==> config.mk <==
export PLATFORM = sky130hd
export DESIGN_NAME = yuv422_pixel_to_rgb_core
export DESIGN_NICKNAME = d
export VERILOG_FILES = /design/src/design/y2r_pkg.sv /design/src/design/y2r_sat_div.sv /design/src/design/yuv422_pixel_to_rgb_core.sv
export SDC_FILE = /design/constraint.sdc
export NUM_CORES = 1
export LEC_CHECK = 0
export ABC_AREA = 1
export BUFFER_PORTS_ARGS = -buffer_cell sky130_fd_sc_hd__buf_2
export CAP_MARGIN = 25
export CORE_UTILIZATION = 45
export DETAILED_ROUTE_END_ITERATION = 10
export GPL_TIMING_DRIVEN = 0
export MAX_ROUTING_LAYER = met4
export PLACE_DENSITY_LB_ADDON = 0.1
export SLEW_MARGIN = 30
export SYNTH_ARGS = -nofsm -noshare
export SYNTH_HDL_FRONTEND = slang
export SYNTH_SLANG_ARGS = --single-unit
==> constraint.sdc <==
create_clock -name clk_i -period 7.9 [get_ports clk_i]
set_input_delay 0.79 -clock clk_i [delete_from_list [all_inputs] [get_ports clk_i]]
set_output_delay 0.79 -clock clk_i [all_outputs]
set_load 0.005 [all_outputs]
==> src/design/y2r_pkg.sv <==
// y2r_pkg: shared types and constants for the yuv 4:2:2 to rgb888 pixel converter
// bt.601 coefficients scaled by 1000, channel sum width and the divide-by-1000 reciprocal
// no dependencies
`default_nettype none

package y2r_pkg;

  // signed width of one channel sum before the divide (covers about +-1M)
  localparam int unsigned SUM_W = 21;

  localparam logic signed [SUM_W-1:0] COEF_Y  = 21'sd1164;
  localparam logic signed [SUM_W-1:0] COEF_RV = 21'sd1596;
  localparam logic signed [SUM_W-1:0] COEF_GV = 21'sd813;
  localparam logic signed [SUM_W-1:0] COEF_GU = 21'sd391;
  localparam logic signed [SUM_W-1:0] COEF_BU = 21'sd2018;
  localparam logic signed [SUM_W-1:0] ROUND_OFS = 21'sd500;
  localparam logic signed [SUM_W-1:0] LUMA_OFS  = 21'sd16;
  localparam logic signed [SUM_W-1:0] CHROMA_OFS = 21'sd128;

  // sums below this give zero, at or above SAT_HIGH give full scale
  localparam logic signed [SUM_W-1:0] SAT_LOW  = 21'sd1000;
  localparam logic signed [SUM_W-1:0] SAT_HIGH = 21'sd256000;

  // floor(n / 1000) = (n * ceil(2^28 / 1000)) >> 28, exact for n < 2^18
  localparam int unsigned DIV_NUM_W   = 18;
  localparam int unsigned DIV_RECIP_W = 19;
  localparam int unsigned DIV_SHIFT   = 28;
  localparam logic [DIV_RECIP_W-1:0] DIV_RECIP = 19'd268436;

  localparam int unsigned LINE_W_BITS = 13;
  localparam logic [LINE_W_BITS-1:0] LINE_W_RESET = 13'd640;

  typedef struct packed {
    logic signed [SUM_W-1:0] blue;
    logic signed [SUM_W-1:0] green;
    logic signed [SUM_W-1:0] red;
  } y2r_sums_t;

endpackage

`default_nettype wire

==> src/design/y2r_sat_div.sv <==
// y2r_sat_div: divides one channel sum by 1000 with truncation and saturates to 0..255
// combinational; uses y2r_pkg for widths and the reciprocal constant
`default_nettype none

module y2r_sat_div
  import y2r_pkg::*;
(
  input  wire logic signed [SUM_W-1:0] sum_i,
  output logic [7:0]                   chan_o
);

  logic [DIV_NUM_W-1:0]             num;
  logic [DIV_NUM_W+DIV_RECIP_W-1:0] prod;

  always_comb begin
    num  = sum_i[DIV_NUM_W-1:0];
    prod = (DIV_NUM_W+DIV_RECIP_W)'(num) * (DIV_NUM_W+DIV_RECIP_W)'(DIV_RECIP);
    priority if (sum_i < SAT_LOW) begin
      // negative quotients and those truncated to zero both land here
      chan_o = 8'd0;
    end else if (sum_i >= SAT_HIGH) begin
      chan_o = 8'd255;
    end else begin
      chan_o = prod[DIV_SHIFT+7:DIV_SHIFT];
    end
  end

endmodule

`default_nettype wire

==> src/design/yuv422_pixel_to_rgb_core.sv <==
// yuv422_pixel_to_rgb_core: converts one yuv 4:2:2 pixel with its chroma neighborhood to rgb888
// depends on y2r_pkg and y2r_sat_div
//
// usage:
//   s_axis carries one pixel request: column, luma and the interleaved chroma samples at
//   columns x-1, x, x+1 and x+2. m_axis returns red, green and blue for that pixel.
//   cfg_* writes line_width (pixels per line), used to spot the last odd column; write it
//   only while no request is in flight. cfg_ready_o is always high.
// timing:
//   three register stages: input register, channel sum register, result register.
//   a request moves from the input register to the channel sum register, then to the result
//   register, whose output drives m_axis. one request per cycle sustained; the pipeline
//   advances whenever the result register is empty or being taken.
// stall:
//   when m_axis_tready is low the result holds, and the stages behind it keep filling
//   their empty slots; s_axis_tready drops only once all three stages hold data.
// reset:
//   rst_ni clears all stage valid flags and sets line_width to 640.
`default_nettype none

module yuv422_pixel_to_rgb_core
  import y2r_pkg::*;
#(
  parameter int unsigned COLUMN_BITS = 12,
  localparam int unsigned InBits = COLUMN_BITS + 40,
  localparam int unsigned InDataW = ((InBits + 7) / 8) * 8
) (
  input  wire logic               clk_i,
  input  wire logic               rst_ni,

  input  wire logic               cfg_valid_i,
  output logic                    cfg_ready_o,
  input  wire logic [LINE_W_BITS-1:0] cfg_data_i,

  input  wire logic               s_axis_tvalid,
  output logic                    s_axis_tready,
  // column, luma, chroma_left, chroma_here, chroma_right, chroma_right_two (lsb first)
  input  wire logic [InDataW-1:0] s_axis_tdata,

  output logic                    m_axis_tvalid,
  input  wire logic               m_axis_tready,
  // red, green, blue (lsb first)
  output logic [23:0]             m_axis_tdata
);

  localparam int unsigned CmpW = ((COLUMN_BITS > LINE_W_BITS) ? COLUMN_BITS : LINE_W_BITS) + 1;

  logic [LINE_W_BITS-1:0] line_w_q;

  // input stage
  logic                   a_vld_q;
  logic [COLUMN_BITS-1:0] col_q;
  logic [7:0]             luma_q, cl_q, ch_q, cr_q, cr2_q;

  // sum stage
  logic      b_vld_q;
  y2r_sums_t sums_d, sums_q;

  // result stage
  logic       o_vld_q;
  logic [7:0] red_d, grn_d, blu_d;
  logic [23:0] rgb_q;

  logic en_a, en_b, en_o;

  assign en_o = ~o_vld_q | m_axis_tready;
  assign en_b = ~b_vld_q | en_o;
  assign en_a = ~a_vld_q | en_b;

  assign s_axis_tready = en_a;
  assign cfg_ready_o   = 1'b1;
  assign m_axis_tvalid = o_vld_q;
  assign m_axis_tdata  = rgb_q;

  always_ff @(posedge clk_i or negedge rst_ni) begin
    if (!rst_ni) begin
      line_w_q <= LINE_W_RESET;
      a_vld_q  <= 1'b0;
      b_vld_q  <= 1'b0;
      o_vld_q  <= 1'b0;
    end else begin
      if (cfg_valid_i) begin
        line_w_q <= cfg_data_i;
      end
      if (en_a) begin
        a_vld_q <= s_axis_tvalid;
      end
      if (en_b) begin
        b_vld_q <= a_vld_q;
      end
      if (en_o) begin
        o_vld_q <= b_vld_q;
      end
    end
  end

  always_ff @(posedge clk_i) begin
    if (en_a && s_axis_tvalid) begin
      col_q  <= s_axis_tdata[COLUMN_BITS-1:0];
      luma_q <= s_axis_tdata[COLUMN_BITS+7:COLUMN_BITS];
      cl_q   <= s_axis_tdata[COLUMN_BITS+15:COLUMN_BITS+8];
      ch_q   <= s_axis_tdata[COLUMN_BITS+23:COLUMN_BITS+16];
      cr_q   <= s_axis_tdata[COLUMN_BITS+31:COLUMN_BITS+24];
      cr2_q  <= s_axis_tdata[COLUMN_BITS+39:COLUMN_BITS+32];
    end
    if (en_b && a_vld_q) begin
      sums_q <= sums_d;
    end
    if (en_o && b_vld_q) begin
      rgb_q <= {blu_d, grn_d, red_d};
    end
  end

  // chroma pick and channel sums
  logic                    last_col;
  logic [8:0]              u_avg, v_avg;
  logic [7:0]              u_sel, v_sel;
  logic signed [SUM_W-1:0] y_s, u_s, v_s, yt;

  always_comb begin
    last_col = (CmpW'(col_q) + CmpW'(1)) == CmpW'(line_w_q);
    u_avg    = 9'(cl_q) + 9'(cr_q);
    v_avg    = 9'(ch_q) + 9'(cr2_q);
    priority if (!col_q[0]) begin
      u_sel = ch_q;
      v_sel = cr_q;
    end else if (last_col) begin
      u_sel = cl_q;
      v_sel = ch_q;
    end else begin
      u_sel = u_avg[8:1];
      v_sel = v_avg[8:1];
    end

    y_s = $signed(SUM_W'(luma_q)) - LUMA_OFS;
    u_s = $signed(SUM_W'(u_sel)) - CHROMA_OFS;
    v_s = $signed(SUM_W'(v_sel)) - CHROMA_OFS;
    yt  = y_s * COEF_Y;

    sums_d.red   = yt + COEF_RV * v_s + ROUND_OFS;
    sums_d.green = yt - COEF_GV * v_s - COEF_GU * u_s + ROUND_OFS;
    sums_d.blue  = yt + COEF_BU * u_s + ROUND_OFS;
  end

  y2r_sat_div u_div_red (
    .sum_i  (sums_q.red),
    .chan_o (red_d)
  );

  y2r_sat_div u_div_grn (
    .sum_i  (sums_q.green),
    .chan_o (grn_d)
  );

  y2r_sat_div u_div_blu (
    .sum_i  (sums_q.blue),
    .chan_o (blu_d)
  );

endmodule

`default_nettype wire

## Word-level counts from Yosys, hierarchy flattened

Cells that the tools add are included.

- Multiply operators: 8
- Reductions and logical operators: 3
- Equality and inequality tests: 1
- Add/subtract/negate cells: 13
- Multiplexer cells: 7
- Bitwise logic cells: 6
- Order comparisons: 6

Operators by type and width:

| cell | count |
|---|---|
| 18-bit by 17-bit multiplier with 34-bit output, second input constant | 3 |
| 21-bit by 10-bit adder with 21-bit output, second input constant | 3 |
| 21-bit by 19-bit greater-or-equal comparator with 1-bit output, second input constant | 3 |
| 21-bit by 11-bit < comparator with 1-bit output, second input constant | 3 |
| 8-bit two-way mux | 7 |
| 21-bit adder | 2 |
| 11-bit by 9-bit multiplier with 20-bit output, first input constant | 2 |
| 10-bit by 9-bit multiplier with 19-bit output, first input constant | 2 |
| 21-bit by 19-bit subtractor with 21-bit output | 1 |
| 21-bit by 20-bit subtractor with 21-bit output | 1 |
| 9-bit by 10-bit multiplier with 19-bit output, second input constant | 1 |
| 8-bit by 8-bit adder with 9-bit output | 2 |
| 8-bit by 8-bit subtractor with 9-bit output, second input constant | 2 |
| 12-bit by 1-bit adder with 13-bit output, second input constant | 1 |
| 13-bit == test | 1 |
| 8-bit by 5-bit subtractor with 9-bit output, second input constant | 1 |
| 1-bit logical AND | 3 |
| 1-bit NOT | 3 |
| 1-bit OR | 3 |

- Output and inout port bits: 27
- Logic and storage cells: 60
- Flip-flop bits (word level): 155

## Longest topological paths before layout

Gate-level depths: netlist of run 1.

- Depth after elaboration: 9
- Depth in mapped cells: 46
- Mapped depth without buffers: 45

## Modules after synthesis

Synthesis of run 1 repeated with hierarchy kept, for this count alone.

- Cells, all modules: 3,698
- Area, all modules: 31,455.2 um^2

By module, submodules not included:

| module | times used | sequential area each (um^2) | cells each | area each (um^2) |
|---|---|---|---|---|
| yuv422_pixel_to_rgb_core | 1 | 4,486.8 | 1,823 | 17,503.0 |
| y2r_sat_div | 3 | 0.0 | 625 | 4,650.7 |

## Least setup slack after synthesis of run 1

Ideal clock, no wire load.

- Path type: reg-to-reg
- From: register luma_q[4]
- To: register sums_q[40] in the netlist's numbering, data pin
- Setup time: 0.257 ns
- Stages on the path, launching flop included: 31
- Arrival: 7.564 ns
- Required time: 7.643 ns
- Path slack: 0.079 ns
- Cell sequence: edfxtp_1 inv_1 ha_1 xnor2_1 inv_1 ha_1 inv_1 fa_1 fa_1 fa_1 inv_1 ha_1 nand2_1 o21ai_0 xor2_1 inv_1 fa_1 inv_1 fa_1 fa_1 inv_1 fa_1 inv_1 fa_1 inv_1 ha_1 nand2_1 o41ai_1 nand3_1 nand2_1 xor2_1

RTL lines:

| item | line | text |
|---|---|---|
| from (decl) | yuv422_pixel_to_rgb_core.sv:53 | `logic [7:0] luma_q, cl_q, ch_q, cr_q, cr2_q;` |
| from (signal assigned) | yuv422_pixel_to_rgb_core.sv:100 | `luma_q <= s_axis_tdata[COLUMN_BITS+7:COLUMN_BITS];` |
| to (signal assigned) | yuv422_pixel_to_rgb_core.sv:107 | `sums_q <= sums_d;` |
| to (decl) | yuv422_pixel_to_rgb_core.sv:57 | `y2r_sums_t sums_d, sums_q;` |

==> run metrics, run 1 <==
IO Port Bufs=95; critical path class=reg -> reg; Top delay family on crit path=adder cells; first-pass GRT wire length=113500 um; final setup margin=0.1180 ns; ys flop type=edfxtp_1; via/cell ratio=5.002; Fmax=128.5 MHz; Num CTS Buffers=17; Clock Sinks=152; status=finished, final reports clean; mapped cell area=29560 um2; Filler cells=6007; CP max-delay cell=fa_2; post-route cell area=around 34000 um2; fin. max-slew vios=0; CTS Buffer Depth=2; min-delay worst type=in -> async; Crit path largest cell delay=~0.57 ns; initial antenna violation count=0; die span in x=about 260 um; DR DRC count=0; Non-Filler Instances=roughly 4.4k; share of cells above drive strength 1=0.1355; Rel. slew slack=0.4560; Skew-Pair Late Insertion Delay=0.50 ns; syn_nets=4461; die footprint=between 60000 and 70000 um2; arrival time at the worst endpoint=roughly 8.0 ns; Overflow after GRT=0; dpl hpwl=~60000 um; max cap viols=0; Placer Congestion=approximately 0.92; Final setup viols=0; Vias=22.11k; Netlist cell types=57; routed wire length per instance=16.18 um; DRT iter0 DRCs=874; post-route core utilization=0.5276; GRT Util Overall=0.2233; CP Max Fanout=6; Placed Area=a little over 30000 um2; WL final=71520 um; Layout Skew=approximately 0.026 ns; CTS H-tree depth=4; flop-to-flop setup slack=0.12 ns; IO Pins=101; Async SR Flop Fraction=0.1053; sequential share of the synthesized area=0.1518; footprint of the multi-input gates=roughly 23000 um2; Inst Count DP=4282; post-synthesis cell count=3329; DRT Pass-1 Iters=5; Crit. End Element=flip-flop; Final nets=4684; Antenna Nets Post-Route=0; CTS Root Buffer Type=clkbuf_16; Tcrit/Tclk final=0.9851; Buf/Inv on CP=15; CTS clk-pin slew, worst paths=approximately 0.090 ns; # rows=93; vias in the first global route=roughly 22k; Core Box Area=64700 um2; Hold-fix buffers, CTS=0; largest net degree at the start of global routing=56; antenna cells=0; startpoint types=flip-flop; register area=4487 um2; Layout area overhead=15.47%; Place WS=-1.165 ns; Avg Synthesized Cell Area=8.880 um2; Fin. Hold Viols=0; WP data required=8.13 ns; Final min period=7.782 ns; RSZ-0062 raised after global routing=yes; #FFs+latches synth=152; Starting Density=0.4569; most used cell along the critical path=buf_4; Yosys Warn Count=0; Tightest Pin Transition=about 0.8 ns; Die Y=258.3 um; CTS tree=done; Post-synth EDFFs=around 140
cells by family after synthesis:
kind of cell / count (synthesis) / synth area share
AND/OR/NAND/NOR: 730 / 0.1050
other: 1 / 0.0001269
AO/OA/AOI/OAI: 407 / 0.08178
XOR/XNOR: 113 / 0.03348
flip-flops: 152 / 0.1518
adder cells (fa/ha/maj): 1058 / 0.5154
multiplexers: 5 / 0.001905
buffers and inverters: 863 / 0.1106
layout by cell type, fill, tap and decap left out, types with 54 or more instances in the layout:
cell type	netlist	final
inv_1	843	822
ha_1	792	731
nand2_1	396	382
fa_1	266	255
a21oi_1	183	157
nor2_1	153	146
edfxtp_1	136	136
buf_2	2	97
buf_4	1	97
o21ai_0	99	83
nand3_1	82	77
xor2_1	80	71
ha_4	0	54
flip-flops by register name, summed over array words and instances (netlist names):
signal / flops
b_vld_q: 1
ch_q: 8
cl_q: 8
col_q: 12
line_w_q: 13
a_vld_q: 1
m_axis_tvalid: 1
cr2_q: 8
m_axis_tdata: 24
cr_q: 8
sums_q: 60
luma_q: 8
cell usage after synthesis (all sizes together), types with 33 or more instances:
| cell | n | area (um2) |
|---|---|---|
| a21oi | 183 | 915.9 |
| edfxtp | 136 | 4084 |
| fa | 266 | 5325 |
| ha | 792 | 9910 |
| inv | 854 | 3206 |
| nand2 | 402 | 1534 |
| nand3 | 86 | 450.4 |
| nor2 | 159 | 631.8 |
| nor3 | 34 | 170.2 |
| o21ai | 107 | 550.5 |
| xnor2 | 33 | 289.0 |
| xor2 | 80 | 700.7 |
per-layer routing:
metal / vias to the layer above / global-route usage / wire length [um]
li1: 11200 / - / -
met1: 10510 / 0.2991 / 34800
met2: 321 / 0.3462 / 32500
met3: 86 / 0.02729 / 2096
met4: 0 / 0.08218 / 2126
met5: - / - / 0
final timing paths:
kind | from | end | cells past startpoint
max | col_q[0]$_DFFE_PP_ | sums_q[62]$_DFFE_PP_ | 42
min reg2reg | b_vld_q$_DFFE_PN0P_ | m_axis_tvalid$_DFFE_PN0P_ | 2
max in group asynchronous | rst_ni | line_w_q[9]$_DFFE_PN1P_ | 1
max reg2reg | col_q[0]$_DFFE_PP_ | sums_q[62]$_DFFE_PP_ | 42
min in group clk_i | s_axis_tdata[5] | col_q[5]$_DFFE_PP_ | 1
min | rst_ni | line_w_q[8]$_DFFE_PN0P_ | 1
timing repair:
action | 4_1_cts | 5_1_grt
resized for setup | 117 | 159
cloned | 0 | 2
buffers inserted | 58 | 46
setup endpoints to repair | 22 | 19
pin swaps | 44 | 109
area by class of cell:
type                       count  share of cell area
clock buffer                  17             0.01246
sequential                   152              0.1315
tap                          855             0.03134
multi-input combinational   2314              0.6801
inverter                     855             0.09527
buffer                         8            0.001870
clock inverter                15            0.006342
timing repair buffer         204             0.04120
through the flow:
step / hold slack, ns / TNS, ns
after floorplan: 0.4332 / 0
final: 0.2002 / 0
after CTS: 0.1794 / -0.03430
after global routing: 0.1985 / -0.9731
after global placement: 0.4474 / -11.17
after detailed placement: 0.4980 / -12.16
Power of run 1 is left out: the tool's default activity adds up to more than one toggle a clock period on the data nets, which glitch-free logic cannot reach.
==> run 2: changes to the inputs <==
--- a/config.mk
+++ b/config.mk
@@ -5,7 +5,7 @@
 export SDC_FILE = /design/constraint.sdc
 export NUM_CORES = 1
 export LEC_CHECK = 0
-export ABC_AREA = 1
+export ABC_AREA = 0
 export BUFFER_PORTS_ARGS = -buffer_cell sky130_fd_sc_hd__buf_2
 export CAP_MARGIN = 25
 export CORE_UTILIZATION = 45
@@ -13,7 +13,9 @@
 export GPL_TIMING_DRIVEN = 0
 export MAX_ROUTING_LAYER = met4
 export PLACE_DENSITY_LB_ADDON = 0.1
+export SETUP_SLACK_MARGIN = 0.1
 export SLEW_MARGIN = 30
 export SYNTH_ARGS = -nofsm -noshare
 export SYNTH_HDL_FRONTEND = slang
 export SYNTH_SLANG_ARGS = --single-unit
+export TNS_END_PERCENT = 20
==> run 2 against run 1 <==
Compared with the run above:
- the flow now finishes with violations (setup timing)
- global-route usage fell by 0.87 points
- via count fell by 16%
- clock skew fell by 0.0079 ns
- sequential cell count did not move
- synthesized cell count fell by 20%
- hold slack improved by 0.026 ns
- critical path depth fell by 6
- cell area fell by 7.9%
- setup slack got worse by 0.16 ns
- critical endpoint is now sums_q[36]$_DFFE_PP_
==> run metrics, run 2 <==
status=complete, but fails checks (was finished, final reports clean); failing checks=setup timing; RSZ-0062 raised after global routing=yes (unchanged); post-synthesis cell count=2674 (was 3329); Place WS=-1.339 ns (was -1.165 ns); final setup margin=-0.04615 ns (was 0.1180 ns); CTS tree=done (unchanged); syn_nets=3806 (was 4461); ys flop type=edfxtp_1 (unchanged); Reg2Reg Depth=36 (was 42); Fmax=125.8 MHz (was 128.5 MHz); largest family of logic cells by synthesized area=adder cells (unchanged); largest cells by area after synthesis=ha_1, fa_1, edfxtp_1 (unchanged); max cap viols=0 (unchanged); Final nets=4032 (was 4684); vias in the first global route=20.06k (was 22.14k); Largest Register=sums_q (unchanged); initial antenna violation count=0 (unchanged); Antenna Nets Post-Route=0 (unchanged); Layout area overhead=14.89% (was 15.47%); Num CTS Buffers=17 (unchanged); CTS Root Buffer Type=clkbuf_16 (unchanged); CTS H-tree depth=4 (unchanged); commonest non-fill, non-tap cell in the layout=ha_1 (was inv_1); mapped cell area=27360 um2 (was 29560 um2); min-delay worst type=in -> async (unchanged); share of cells above drive strength 1=0.1569 (was 0.1355); Clock Sinks=152 (unchanged); DR top layer=met4 (unchanged); Layout Skew=0.01786 ns (was 0.02577 ns); top-count cell post-synth=ha_1 (was inv_1); fin. max-slew vios=0 (unchanged); Crit. End Element=flip-flop (unchanged); r2r startpoint=luma_q[4]$_DFFE_PP_ (was col_q[0]$_DFFE_PP_); sequential share of the synthesized area=0.1640 (was 0.1518); DRT iter0 DRCs=495 (was 874); Die Y=248.6 um (was 258.3 um); Hold-fix buffers, CTS=0 (unchanged); flop-to-flop setup slack=-0.05 ns (was 0.12 ns); Async SR Flop Fraction=0.1053 (unchanged); DRT Pass-1 Iters=5 (unchanged); arrival time at the worst endpoint=8.20 ns (was 8.01 ns); Starting Density=0.4541 (was 0.4569); # rows=90 (was 93); Fin. Hold Viols=0 (unchanged); antenna cells=0 (unchanged); WL final=60870 um (was 71520 um); routed wl met3=1673 um (was 2096 um); routed length on met1=28230 um (was 34800 um); routed wire length per instance=16.47 um (was 16.18 um); #FFs+latches synth=152 (unchanged); area share of the largest cell type after synthesis=0.3622 (was 0.3352); Avg Synthesized Cell Area=10.23 um2 (was 8.880 um2); Rel. slew slack=0.2990 (was 0.4560); Core Box Area=60250 um2 (was 64700 um2); dpl hpwl=50020 um (was 60060 um); first-pass GRT wire length=101000 um (was 113500 um); crit path to=sums_q[36]$_DFFE_PP_ (was sums_q[62]$_DFFE_PP_); startpoint types=flip-flop (unchanged); Vias=18.63k (was 22.11k); CP Max Fanout=4 (was 6); die footprint=61790 um2 (was 66720 um2); post-synthesis compound-gate area fraction=0.07587 (was 0.08177); highest-count cells in the layout ignoring fill and taps=ha_1, inv_1, fa_1, edfxtp_1, buf_4 (was inv_1, ha_1, nand2_1, fa_1, a21oi_1); Crit. Startpoint=luma_q[4]$_DFFE_PP_ (was col_q[0]$_DFFE_PP_); Adder-Cell Fraction of Synth Area=0.5568 (was 0.5154); critical path class=reg -> reg (unchanged); IO Pins=101 (unchanged); Yosys top cell by area=ha_1 (unchanged); Netlist cell types=70 (was 57); Tightest Pin Transition=1.025 ns (was 0.8132 ns); Final setup viols=4 (was 0); DR DRC count=0 (unchanged); IO Port Bufs=95 (unchanged); Tcrit/Tclk final=1.006 (was 0.9851); worst hold slack=0.2260 ns (was 0.2002 ns); max FFs per register=60 (unchanged); Skew-Pair Late Insertion Delay=0.50 ns (about the same); Post-synth EDFFs=136 (unchanged); WP data required=8.15 ns (was 8.13 ns); die span in x=248.6 um (was 258.3 um); Synth Area in Simple Gates=0.05364 (was 0.1050); Placer Congestion=0.8869 (was 0.9178); proportion of synthesized area in mux cells=0.009924 (was 0.001905); xor/xnor share of the synthesized area=0.04345 (was 0.03348); CP max-delay cell=fa_1 (was fa_2); via/cell ratio=5.042 (was 5.002); GRT Util Overall=0.2146 (was 0.2233); Reg-to-Reg End=sums_q[36]$_DFFE_PP_ (was sums_q[62]$_DFFE_PP_); largest net degree at the start of global routing=53 (was 56); synth cell count leaders=ha_1, inv_1, fa_1, edfxtp_1, a21oi_1 (was inv_1, ha_1, nand2_1, fa_1, a21oi_1); Crit path largest cell delay=0.58 ns (was 0.57 ns); CTS Buffer Depth=2 (unchanged); Yosys Warn Count=0 (unchanged); CTS clk-pin slew, worst paths=0.07 ns (was 0.09 ns); metal2 WL=29500 um (was 32500 um); Overflow after GRT=0 (unchanged); Final min period=7.946 ns (was 7.782 ns)
run 2: cell count changes in the layout (fill, tap and decap cells not counted), moves of 14 or more:
cell     previous run  this run
nor2b_1             0        14
nand2_1           382        55
nand3_1            77        21
nand4_1            30        12
nor2_1            146        77
xnor2_1            29        77
inv_1             822       666
o21ai_0            83        39
ha_1              731       759
ha_4               54        28
a21o_1             21        46
xor2_1             71        43
a21oi_1           157        67
run 2: timing repair:
item                                    in CTS  in global routing
setup buffers                               91                 19
endpoints found under the setup margin      31                 23
pin swaps                                   93                 55
gates resized for setup                    136                 55
run 2: worst min path at each step:
stage / startpoint / end / slack, ns / cells after the start
after floorplan: a_vld_q$_DFFE_PN0N_ / b_vld_q$_DFFE_PN0P_ / 0.45 / 1
after global placement: a_vld_q$_DFFE_PN0N_ / b_vld_q$_DFFE_PN0P_ / 0.46 / 1
after detailed placement: a_vld_q$_DFFE_PN0N_ / b_vld_q$_DFFE_PN0P_ / 0.48 / 1
after CTS: rst_ni / a_vld_q$_DFFE_PN0N_ / 0.21 / 1
after global routing: rst_ni / line_w_q[10]$_DFFE_PN0P_ / 0.22 / 1
final: rst_ni / line_w_q[10]$_DFFE_PN0P_ / 0.23 / 1
run 2: layout make-up:
cell class / instances / area, um2
Fill cell: 5449 / 28810
Multi-Input combinational cell: 1824 / 21280
Sequential cell: 152 / 4487
Inverter: 689 / 2605
Timing Repair Buffer: 208 / 1420
Tap cell: 782 / 978.4
Clock buffer: 17 / 425.4
Clock inverter: 15 / 182.7
Buffer: 8 / 53.80
run 2: metal layers:
| layer | up-vias | global-route usage |
|---|---|---|
| li1 | 9288 | - |
| met1 | 9063 | 0.2719 |
| met2 | 214 | 0.3596 |
| met3 | 66 | 0.02941 |
| met4 | 0 | 0.05661 |
| met5 | - | - |
run 2: kinds of logic (layout without fill, tap and decap cells):
logic type	count (synthesis)	in the layout
AOI/OAI and AO/OA	320	320
xor gates and xnor gates	134	134
adders and majority gates	1058	1058
buffers and inverters	698	937
DFF	152	152
muxes	25	25
other	1	1
and+or+nand+nor	286	286
run 2: critical path: cells and delay by family, from the launching register on:
| kind | cells | cell delay (ns) |
|---|---|---|
| and+or+nand+nor | 3 | 0.39 |
| adders and majority gates | 13 | 4.52 |
| xor gates and xnor gates | 3 | 0.63 |
| AOI/OAI and AO/OA | 5 | 0.67 |
| buffers and inverters | 12 | 1.00 |
| DFF | 1 | 0.46 |
run 2: metrics by stage:
step                TNS, ns    util  instances  instance area [um2]
detailed placement   -21.88  0.4825       3554                29070
global route         -3.735  0.5217       3695                31430
global placement     -26.18  0.4803       3551                28940
CTS                 -0.7222  0.5154       3676                31050
finish              -0.1202  0.5217       3695                31430
floorplan                 0       -       2674                27480
Power of run 2 is left out for the same reason.
==> run 3: changes to the inputs <==
--- a/config.mk
+++ b/config.mk
@@ -6,8 +6,11 @@
 export NUM_CORES = 1
 export LEC_CHECK = 0
 export ABC_AREA = 0
+export ABC_CLOCK_PERIOD_IN_PS = 7900
 export BUFFER_PORTS_ARGS = -buffer_cell sky130_fd_sc_hd__buf_2
 export CAP_MARGIN = 25
+export CELL_PAD_IN_SITES_DETAIL_PLACEMENT = 0
+export CELL_PAD_IN_SITES_GLOBAL_PLACEMENT = 1
 export CORE_UTILIZATION = 45
 export DETAILED_ROUTE_END_ITERATION = 10
 export GPL_TIMING_DRIVEN = 0
==> run 3 against run 2 <==
Compared with the run above:
- the flow still finishes with violations (setup timing)
- setup slack improved by 0.0053 ns
- global-route usage fell by 0.30 points
- largest cell class unchanged
- core utilization rose by 0.46 points
- first-iteration DRC count rose by 18%
- via count fell by 0.73%
- wire length rose by 1.3%
- sequential share of layout area fell by 0.13 points
==> run metrics, run 3 (synthesis gave the netlist of run 2 again) <==
critical path class=reg -> reg (unchanged); IO Pins=101 (unchanged); most used cell along the critical path=ha_1; CP Max Fanout=5 (was 4); max cap viols=0 (unchanged); largest net degree at the start of global routing=49 (was 53); Overflow after GRT=0 (unchanged); Starting Density=0.4541 (unchanged); arrival time at the worst endpoint=8.17 ns (was 8.20 ns); first-pass GRT wire length=99080 um (was 101000 um); DR DRC count=0 (unchanged); CP max-delay cell=fa_1 (unchanged); Fin. Hold Viols=0 (unchanged); Skew-Pair Late Insertion Delay=0.48 ns (was 0.50 ns); Clock Sinks=152 (unchanged); post-route core utilization=0.5264 (was 0.5217); commonest non-fill, non-tap cell in the layout=ha_1 (unchanged); highest-count cells in the layout ignoring fill and taps=ha_1, inv_1, fa_1, edfxtp_1 (was ha_1, inv_1, fa_1, edfxtp_1, buf_4); initial antenna violation count=0 (unchanged); dpl hpwl=50440 um (was 50020 um); DRT iter0 DRCs=586 (was 495); Placer Congestion=0.8944 (was 0.8869); Core Box Area=60250 um2 (unchanged); Layout Skew=0.01495 ns (was 0.01786 ns); Final setup viols=3 (was 4); Vias=18.50k (was 18.63k); Rel. slew slack=0.4157 (was 0.2990); min-delay worst type=in -> async (unchanged); post-route cell area=31710 um2 (was 31430 um2); Final nets=4034 (was 4032); CTS Root Buffer Type=clkbuf_16 (unchanged); Die Y=248.6 um (unchanged); fin. max-slew vios=0 (unchanged); Placed Area=29030 um2 (was 29070 um2); failing checks=setup timing (unchanged); final setup margin=-0.04086 ns (was -0.04615 ns); # rows=90 (unchanged); Layout area overhead=15.91% (was 14.89%); worst hold slack=0.2254 ns (was 0.2260 ns); Antenna Nets Post-Route=0 (unchanged); RSZ-0062 raised after global routing=yes (unchanged); startpoint types=flip-flop (unchanged); Hold-fix buffers, CTS=0 (unchanged); routed wire length per instance=16.68 um (was 16.47 um); WP data required=8.13 ns (was 8.15 ns); GRT Util Overall=0.2117 (was 0.2146); IO Port Bufs=95 (unchanged); Tightest Pin Transition=0.8743 ns (was 1.025 ns); antenna cells=0 (unchanged); CTS H-tree depth=4 (unchanged); die span in x=248.6 um (unchanged); CTS tree=done (unchanged); WL final=61660 um (was 60870 um); CTS Buffer Depth=2 (unchanged); Crit. End Element=flip-flop (unchanged); Tcrit/Tclk final=1.005 (was 1.006); via/cell ratio=5.003 (was 5.042); Crit path largest cell delay=0.53 ns (was 0.58 ns); DRT Pass-1 Iters=5 (unchanged); Largest Register=sums_q (unchanged); Fmax=125.9 MHz (was 125.8 MHz); max FFs per register=60 (unchanged); CTS clk-pin slew, worst paths=0.08 ns (was 0.07 ns); status=complete, but fails checks (unchanged); vias in the first global route=19.17k (was 20.06k); Final min period=7.941 ns (was 7.946 ns); die footprint=61790 um2 (unchanged); Filler cells=5439 (was 5449); Num CTS Buffers=17 (unchanged); Place WS=-1.433 ns (was -1.339 ns); share of cells above drive strength 1=0.1602 (was 0.1569)
run 3: changes by cell type in the layout (fill, tap and decap cells not counted), moves of 5 or more:
| cell | before | now |
|---|---|---|
| a21oi_1 | 67 | 62 |
| buf_4 | 105 | 96 |
| buf_6 | 5 | 12 |
| fa_1 | 252 | 257 |
| fa_2 | 14 | 9 |
| ha_1 | 759 | 751 |
| ha_4 | 28 | 34 |
run 3: path summary, 6_finish.rpt:
check	startpoint	endpoint	slack, ns	depth (start not counted)
min reg2reg	a_vld_q$_DFFE_PN0N_	b_vld_q$_DFFE_PN0P_	0.51	1
min in group clk_i	s_axis_tdata[0]	col_q[0]$_DFFE_PP_	0.48	1
min	rst_ni	line_w_q[1]$_DFFE_PN0P_	0.23	1
max	col_q[0]$_DFFE_PP_	sums_q[62]$_DFFE_PP_	-0.04	36
max in group asynchronous	rst_ni	line_w_q[7]$_DFFE_PN1P_	7.36	1
max reg2reg	col_q[0]$_DFFE_PP_	sums_q[62]$_DFFE_PP_	-0.04	36
run 3: per-stage QoR:
step                      instances   TNS, ns
after floorplan                2674         0
after global placement         3551    -24.19
after detailed placement       3554    -22.02
after CTS                      3667         0
after global routing           3697    -2.566
final                          3697  -0.04480
run 3: timing repair:
action                     CTS  global route
pin swaps                  105            87
resized for setup          136            88
setup endpoints to repair   31            21
buffers inserted            82            30
run 3: worst max-delay path: cells and delay by family, from the launching register on:
family / cells / cell delay, ns
fa+ha+maj: 9 / 2.89
compound gates: 12 / 1.80
simple gates: 4 / 0.98
buf+inv: 6 / 0.67
mux: 2 / 0.51
flops: 1 / 0.45
xor+xnor: 3 / 0.38
run 3: cell type report:
cell class	instances	area, um2	share of cell area
clock inverter	15	171.4	0.005405
multi-input combinational	1824	21490	0.6776
clock buffer	17	425.4	0.01341
buffer	8	52.55	0.001657
inverter	689	2603	0.08207
timing repair buffer	210	1506	0.04750
sequential	152	4487	0.1415
tap	782	978.4	0.03085
run 3: routing by layer:
layer | wire length [um] | GRT usage
met1 | 29080 | 0.2709
met2 | 30530 | 0.3620
met3 | 1181 | 0.02345
met4 | 871 | 0.04206
met5 | 0 | -
Power of run 3 is left out for the same reason.
